[src/design/ftpf_pkg.sv]
`timescale 1ns / 1ps
// Package for the five-tuple rule packet filter: transfer payload types, rule record,
// protocol and class codes, and the sequencer's control store.
// No dependencies.

package ftpf_pkg;

    // Table size default
    localparam int RULE_COUNT_DEF = 8;

    // Field codes
    localparam logic       OP_WRITE    = 1'b0;
    localparam logic       OP_CLASSIFY = 1'b1;
    localparam logic [7:0] PROTO_TCP   = 8'd6;
    localparam logic [7:0] PROTO_UDP   = 8'd17;
    localparam logic [1:0] CLASS_TCP   = 2'd0;
    localparam logic [1:0] CLASS_UDP   = 2'd1;

    typedef logic [2:0] t_slot;

    // Input transfer payload
    typedef struct packed {
        logic        opcode;
        logic [2:0]  rule_slot;
        logic        rule_enable;
        logic        direction;
        logic [1:0]  rule_class;
        logic [7:0]  ip_protocol;
        logic [31:0] src_addr;
        logic [31:0] dst_addr;
        logic [15:0] src_port;
        logic [15:0] dst_port;
        logic        src_port_wild;
        logic        dst_port_wild;
    } t_in_item;

    // Output transfer payload
    typedef struct packed {
        logic  drop;
        t_slot hit_slot;
    } t_out_item;

    // One stored rule, valid mark kept apart in flip-flops
    typedef struct packed {
        logic        direction;
        logic [1:0]  rule_class;
        logic        src_any;
        logic        dst_any;
        logic [31:0] src_addr;
        logic [31:0] dst_addr;
        logic [15:0] src_port;
        logic [15:0] dst_port;
    } t_rule;

    // Sequencer step addresses
    typedef enum logic [2:0] {
        ST_FETCH,
        ST_DISPATCH,
        ST_PRIME,
        ST_SCAN,
        ST_EMIT,
        ST_WRITE
    } t_step;

    // Jump conditions
    typedef enum logic [2:0] {
        CND_ALWAYS,
        CND_IN_XFER,
        CND_WRITE,
        CND_OTHER,
        CND_DONE,
        CND_OUT_FREE
    } t_cond;

    // Control word: on a true condition go to target, else hold or advance
    typedef struct packed {
        logic  accept;
        logic  clr;
        logic  rd;
        logic  eval;
        logic  emit;
        logic  wr;
        t_cond cond;
        t_step target;
        logic  hold;
    } t_uop;

    // Control store
    function automatic t_uop ucode(input t_step step);
        t_uop u;
        u = '{accept: 1'b0, clr: 1'b0, rd: 1'b0, eval: 1'b0, emit: 1'b0, wr: 1'b0,
              cond: CND_ALWAYS, target: ST_FETCH, hold: 1'b0};
        unique case (step)
            ST_FETCH: begin
                u.accept = 1'b1;
                u.cond   = CND_IN_XFER;
                u.target = ST_DISPATCH;
                u.hold   = 1'b1;
            end
            ST_DISPATCH: begin
                u.clr    = 1'b1;
                u.cond   = CND_WRITE;
                u.target = ST_WRITE;
            end
            ST_PRIME: begin
                u.rd     = 1'b1;
                u.cond   = CND_OTHER;
                u.target = ST_EMIT;
            end
            ST_SCAN: begin
                u.rd     = 1'b1;
                u.eval   = 1'b1;
                u.cond   = CND_DONE;
                u.target = ST_EMIT;
                u.hold   = 1'b1;
            end
            ST_EMIT: begin
                u.emit   = 1'b1;
                u.cond   = CND_OUT_FREE;
                u.target = ST_FETCH;
                u.hold   = 1'b1;
            end
            ST_WRITE: begin
                u.wr     = 1'b1;
                u.cond   = CND_ALWAYS;
                u.target = ST_FETCH;
            end
            default: begin
                u.cond   = CND_ALWAYS;
                u.target = ST_FETCH;
            end
        endcase
        return u;
    endfunction

endpackage

[src/design/five_tuple_rule_packet_filter.sv]
`timescale 1ns / 1ps
// Top level of the five-tuple rule packet filter: microcoded sequencer, rule memory
// with registered read, valid flags and output register. Depends on ftpf_pkg.
//
//   channel | direction | handshake                  | payload
//   in      | to block  | i_in_valid / o_in_stall     | i_in  (ftpf_pkg::t_in_item)
//   out     | from block| o_out_valid / i_out_stall   | o_out (ftpf_pkg::t_out_item)
//
// A rule write returns to fetch through the dispatch and write steps. A classify
// passes dispatch, prime, scan (which reads the rule memory one rule at a time, at most
// RULE_COUNT rules, up to the first hit) and emit; other protocols skip the scan.
// Reset clears the sequencer, the rule valid flags and the output valid; rule
// memory contents stay undefined until written.
// A stalled result sits in the output register; the block stalls its input only
// while an item is in work or the finished result cannot be placed.

module five_tuple_rule_packet_filter #(
    parameter int RULE_COUNT = ftpf_pkg::RULE_COUNT_DEF
) (
    input  logic                i_clk,
    input  logic                i_rst_n,
    input  logic                i_in_valid,
    output logic                o_in_stall,
    input  ftpf_pkg::t_in_item  i_in,
    output logic                o_out_valid,
    input  logic                i_out_stall,
    output ftpf_pkg::t_out_item o_out
);

    localparam int IDX_W = (RULE_COUNT > 1) ? $clog2(RULE_COUNT) : 1;
    localparam int CNT_W = $clog2(RULE_COUNT + 1);

    ftpf_pkg::t_step     r_step;
    ftpf_pkg::t_step     n_step;
    ftpf_pkg::t_uop      uop;
    ftpf_pkg::t_in_item  r_item;
    ftpf_pkg::t_rule     r_mem [RULE_COUNT];
    ftpf_pkg::t_rule     r_rd_rule;
    logic                r_rd_valid;
    logic [RULE_COUNT-1:0] r_valid;
    logic [CNT_W-1:0]    r_idx;
    logic [IDX_W-1:0]    r_eval_idx;
    logic                r_drop;
    ftpf_pkg::t_slot     r_hit;
    logic                r_out_valid;
    ftpf_pkg::t_out_item r_out;

    logic             in_xfer;
    logic             take;
    logic             is_l4;
    logic [1:0]       want_class;
    logic             src_fit;
    logic             dst_fit;
    logic             sport_fit;
    logic             dport_fit;
    logic             rule_hit;
    logic             last;
    logic             rd_ok;
    logic [IDX_W-1:0] rd_addr;
    logic             slot_ok;
    logic [IDX_W-1:0] wr_addr;
    logic             out_free;
    ftpf_pkg::t_rule  wr_rule;

    // Decode the current control word
    assign uop        = ftpf_pkg::ucode(r_step);
    assign o_in_stall = !uop.accept;
    assign in_xfer    = i_in_valid && uop.accept;
    assign out_free   = !r_out_valid || !i_out_stall;

    // Match the registered rule against the held header
    assign is_l4      = (r_item.ip_protocol == ftpf_pkg::PROTO_TCP)
                     || (r_item.ip_protocol == ftpf_pkg::PROTO_UDP);
    assign want_class = (r_item.ip_protocol == ftpf_pkg::PROTO_TCP)
                      ? ftpf_pkg::CLASS_TCP : ftpf_pkg::CLASS_UDP;
    assign src_fit    = (r_item.src_addr == 32'd0) || (r_rd_rule.src_addr == 32'd0)
                     || (r_item.src_addr == r_rd_rule.src_addr);
    assign dst_fit    = (r_item.dst_addr == 32'd0) || (r_rd_rule.dst_addr == 32'd0)
                     || (r_item.dst_addr == r_rd_rule.dst_addr);
    assign sport_fit  = r_rd_rule.src_any || (r_rd_rule.src_port == r_item.src_port);
    assign dport_fit  = r_rd_rule.dst_any || (r_rd_rule.dst_port == r_item.dst_port);
    assign rule_hit   = r_rd_valid && (r_rd_rule.direction == r_item.direction)
                     && (r_rd_rule.rule_class == want_class)
                     && src_fit && dst_fit && sport_fit && dport_fit;
    assign last       = (r_eval_idx == IDX_W'(RULE_COUNT - 1));

    // Read and write addresses
    assign rd_ok   = uop.rd && (r_idx < CNT_W'(RULE_COUNT));
    assign rd_addr = r_idx[IDX_W-1:0];
    assign slot_ok = (int'(r_item.rule_slot) < RULE_COUNT);
    assign wr_addr = IDX_W'(r_item.rule_slot);

    // Pack the rule record from the held write item
    always_comb begin
        wr_rule.direction  = r_item.direction;
        wr_rule.rule_class = r_item.rule_class;
        wr_rule.src_any    = r_item.src_port_wild;
        wr_rule.dst_any    = r_item.dst_port_wild;
        wr_rule.src_addr   = r_item.src_addr;
        wr_rule.dst_addr   = r_item.dst_addr;
        wr_rule.src_port   = r_item.src_port;
        wr_rule.dst_port   = r_item.dst_port;
    end

    // Select the next step
    always_comb begin
        take = 1'b0;
        unique case (uop.cond)
            ftpf_pkg::CND_ALWAYS:   take = 1'b1;
            ftpf_pkg::CND_IN_XFER:  take = in_xfer;
            ftpf_pkg::CND_WRITE:    take = (r_item.opcode == ftpf_pkg::OP_WRITE);
            ftpf_pkg::CND_OTHER:    take = !is_l4;
            ftpf_pkg::CND_DONE:     take = rule_hit || last;
            ftpf_pkg::CND_OUT_FREE: take = out_free;
            default:                take = 1'b0;
        endcase
        if (take) begin
            n_step = uop.target;
        end else if (uop.hold) begin
            n_step = r_step;
        end else begin
            n_step = ftpf_pkg::t_step'(3'(r_step) + 3'd1);
        end
    end

    // Advance the step counter
    always_ff @(posedge i_clk) begin
        if (!i_rst_n) begin
            r_step <= ftpf_pkg::ST_FETCH;
        end else begin
            r_step <= n_step;
        end
    end

    // Hold the accepted item
    always_ff @(posedge i_clk) begin
        if (in_xfer) begin
            r_item <= i_in;
        end
    end

    // Rule memory: one write port, one registered read port
    always_ff @(posedge i_clk) begin
        if (uop.wr && slot_ok) begin
            r_mem[wr_addr] <= wr_rule;
        end
        if (rd_ok) begin
            r_rd_rule  <= r_mem[rd_addr];
            r_rd_valid <= r_valid[rd_addr];
            r_eval_idx <= rd_addr;
        end
    end

    // Valid flags and scan index
    always_ff @(posedge i_clk) begin
        if (!i_rst_n) begin
            r_valid <= '0;
            r_idx   <= '0;
        end else begin
            if (uop.wr && slot_ok) begin
                r_valid[wr_addr] <= r_item.rule_enable;
            end
            if (uop.clr) begin
                r_idx <= '0;
            end else if (rd_ok) begin
                r_idx <= r_idx + CNT_W'(1);
            end
        end
    end

    // Collect the verdict
    always_ff @(posedge i_clk) begin
        if (uop.clr) begin
            r_drop <= 1'b0;
            r_hit  <= '0;
        end else if (uop.eval && rule_hit) begin
            r_drop <= 1'b1;
            r_hit  <= ftpf_pkg::t_slot'(r_eval_idx);
        end
    end

    // Output register: load on emit, drop on transfer
    always_ff @(posedge i_clk) begin
        if (!i_rst_n) begin
            r_out_valid <= 1'b0;
        end else if (uop.emit && out_free) begin
            r_out_valid <= 1'b1;
        end else if (!i_out_stall) begin
            r_out_valid <= 1'b0;
        end
    end

    always_ff @(posedge i_clk) begin
        if (uop.emit && out_free) begin
            r_out.drop     <= r_drop;
            r_out.hit_slot <= r_hit;
        end
    end

    assign o_out_valid = r_out_valid;
    assign o_out       = r_out;

endmodule

[config.mk]
export PLATFORM = sky130hd
export DESIGN_NAME = five_tuple_rule_packet_filter
export DESIGN_NICKNAME = d
export VERILOG_FILES = /design/src/design/ftpf_pkg.sv /design/src/design/five_tuple_rule_packet_filter.sv
export SDC_FILE = /design/constraint.sdc
export NUM_CORES = 1
export LEC_CHECK = 0
export BUFFER_PORTS_ARGS = -buffer_cell sky130_fd_sc_hd__buf_2
export CAP_MARGIN = 20
export CORE_ASPECT_RATIO = 0.8
export CORE_UTILIZATION = 50
export CTS_CLUSTER_DIAMETER = 80
export CTS_CLUSTER_SIZE = 8
export DETAILED_ROUTE_END_ITERATION = 12
export PLACE_DENSITY = 0.69
export SLEW_MARGIN = 20
export SYNTH_ARGS = -nofsm -noshare
export SYNTH_HDL_FRONTEND = slang
export SYNTH_SLANG_ARGS = --single-unit
[constraint.sdc]
create_clock -name i_clk -period 20.8 [get_ports i_clk]
set_clock_uncertainty 0.05 [all_clocks]
set_input_delay 4.16 -clock i_clk [delete_from_list [all_inputs] [get_ports i_clk]]
set_output_delay 4.16 -clock i_clk [all_outputs]
set_load 0.02 [all_outputs]
==> summary.txt <==
Status
  – Run status: complete, no violations

Timing
  – Setup ws final: 14740 ps
  – Setup Total Neg Slack: 0 ps
  – Fin crit share: 29.1%
  – Min Tclk post-route: 6060 ps
  – Final Max Slew Viols: 0
  – Worst Tran Pin Value: 1120 ps
  – RSZ-0062 raised after global routing: false
  – Endpoints failing setup: 0
  – Rel. slew slack: 25.1%
  – Final Hold Viols: 0
  – Hold Slack: 408 ps
  – Fmax achieved: 165 MHz

Placement
  – Detailed Place HPWL: 38500 µm
  – Port Buffers: 123
  – GP Congestion: 0.786
  – Placed Cells: 2814
  – Placed inst area: 0.0413 mm²
  – DP Worst Slack: 14130 ps

Yosys
  – Adder-cell share of the synthesized area: 0.222%
  – Seq cells post-synth: 1051
  – Synth area leaders: edfxtp_1 (79%), mux4_2 (12%), mux2_2 (2.9%), xnor2_1 (1.8%), dfxtp_1 (1.0%)
  – Post-Syn Area per Cell: 23.1 µm²
  – Mux cell area share after synthesis: 14.8%
  – Post-synth cell types: 42
  – Synth warn: 0
  – Sequential fraction of the synthesis area: 79.6%
  – Main combinational cell family by area after synthesis: multiplexers
  – EDFF count, synth: 1031
  – Compound-cell area share of the yosys netlist: 0.641%
  – Synth top area share: 78.6%
  – Synth Area in Simple Gates: 1.87%
  – Dominant cell type by area after synthesis: edfxtp_1
  – Main synth FF type: edfxtp_1
  – Post-synthesis cell area: 0.0394 mm²
  – XOR/XNOR share of the synthesized area: 2.24%
  – Post-synth top cells: edfxtp_1 (1031), mux4_2 (204), mux2_2 (102), xnor2_1 (83), nor4_1 (41)
  – Count leader, synth: edfxtp_1
  – Syn Nets: 1828
  – Mapped Cells: 1703
  – Async set-or-reset flop fraction in the synthesized netlist: 0%

Power
  – Power density cells: 112 mW/mm²
  – Net Switching: 1.12 mW
  – Worst vdd ir: 0.0687 mV
  – Clock power frac: 42.0%
  – Leakage: 14.0 nW
  – Sequential power share: 52.2%
  – Total power: 5.09 mW
  – Switch share: 22.1%
  – Comb pwr share: 5.8%
  – Int Pwr: 3.97 mW

Detailed routing
  – Met2 wire length: 38900 µm
  – Via Count: 17614
  – TritonRoute pass-1 iters: 5
  – Via density: 5.85
  – Highest routed layer: met5
  – Wire per inst: 25.8 µm
  – DR WL met3: 4100 µm
  – DR iter-0 viols: 1482
  – Remaining antenna violation count after routing: 0
  – Residual DRC: 0
  – Post-Route WL: 77600 µm
  – Routed length on met1: 32900 µm

Final layout
  – Sequential cell area: 0.0314 mm²
  – Ant diodes: 0
  – Design area: 0.0455 mm²
  – Multi-input logic area: 0.00784 mm²
  – Share of cells above drive strength 1: 32.1%
  – Final core occ: 58.6%
  – # fillers: 5459
  – Final #Nets: 2067
  – Synth-to-layout area growth: 15.4%
  – Fin cells: 3010

CTS
  – TritonCTS clock tree: built
  – Post-CTS setup buffers: 0
  – CTS Buf Count: 149
  – H-tree depth: 4
  – Post-CTS Hold Buffers: 0
  – Post-CTS Resized: 0
  – Clk_lat worst skew: 720 ps
  – Clk buf depth: 3
  – CTS Root Cell: clkbuf_16
  – Clock Pin Slew Worst Setup and Hold Paths: 40 ps
  – Clk sinks: 1051

Floorplanning
  – IO Pins: 124
  – Row count: 91
  – Starting Density: 50.8%
  – Die Height: 253 µm
  – Core area: 0.0775 mm²
  – DIE AREA: 0.0800 mm²
  – Die Wd: 316 µm

Critical path
  – Worst setup SP type: flip-flop
  – Setup crit end kind: output pin
  – Crit-path cells: inv_1 > ha_1 > nand2_1 > buf_2
  – CP Class: reg2out
  – CP Data Required Time: 16590 ps
  – Worst path top cell family by delay: adder cells
  – Setup crit start: r_step[0]
  – Slowest-stage cell, CP: ha_1
  – WP data arrival: 1850 ps
  – CP Buf/Inv Count: 2
  – Crit-path max cell delay: 400 ps
  – Crit-path max FO: 11
  – Reg-to-Reg Start: r_step[1]

GRT
  – Initial antenna violation count: 1
  – Vias in the first global route: 19310
  – First-pass GRT wire length: 117000 µm
  – GRT Util Overall: 20.0%
  – Pin count of the biggest net entering global routing: 105
  – Gr ovfl total: 0

Run
  – Max-cap viol count: 0

Min path
  – Min-Delay Startpoint: r_drop
  – Hold WC Path Type: reg2reg
-- worst register-to-register path: stages (launching register included) --
cell and delay, ps:
dfxtp_1 330, inv_1 130, ha_1 300, nand3b_1 410
nor2_4 410, buf_4 730, buf_4 860
-- power by group through the flow --
stage	clock network (mW)	logic, mW	registers (mW)
after floorplan	0	0.206	2.65
after global routing	2.26	0.323	2.67
final	2.14	0.297	2.66
after CTS	2.18	0.304	2.66
after detailed placement	0	0.302	2.69
after global placement	0	0.297	2.68
-- sequential cells by signal (all words and copies together) (netlist names) --
signal       count
o_out            4
o_out_valid      1
r_drop           1
r_eval_idx       3
r_hit            3
r_idx            4
r_item         111
r_mem          808
r_rd_rule      101
r_rd_valid       1
r_step           3
r_valid          8
wr_addr          3
-- final cells by class --
type                            instances  area share [%]
Sequential cell                      1051            69.0
Multi-Input combinational cell        584            17.3
Clock buffer                          186            8.79
Tap cell                             1023            2.82
Timing Repair Buffer                  150            1.84
Clock inverter                         10           0.256
Inverter                                6          0.0495
-- per-layer routing --
layer	vias up	global-route usage, %
met5	-	0
met4	2	7.48
met3	130	3.64
met2	538	32.9
met1	9344	26.7
li1	7600	-
-- cell usage in the layout (no fill, tap or decap), types with 4 or more instances in the layout --
cell type     n
mux2_2      102
nand2_1      16
nor2b_1       6
clkinv_8      4
xor2_1       18
nor2_1       12
clkbuf_1     31
buf_2       123
dfxtp_1      17
mux4_2      204
a21oi_1       7
mux2i_1       7
edfxtp_1   1031
xnor2_1      83
buf_4        25
o21ai_0       8
inv_6         5
nor4_1       41
inv_1         6
ha_1          7
nand4_1      28
clkbuf_16   155
a21boi_0      7
nor2_4        7
-- cells by family after synthesis --
group	after synthesis
DFF	1051
muxes	313
and+or+nand+nor	127
xor gates and xnor gates	101
buffers and inverters	68
AOI/OAI and AO/OA	36
adders and majority gates	7
-- worst paths after layout --
kind                  endpoint  slack (ps)  cells past startpoint
setup reg to reg  r_mem[4][66]       17140                      6
setup / recovery    o_in_stall       14740                      4
hold reg to reg       o_out[3]         410                      0
hold / removal        o_out[3]         410                      0
No activity file was read; power rests on OpenSTA's default activity.
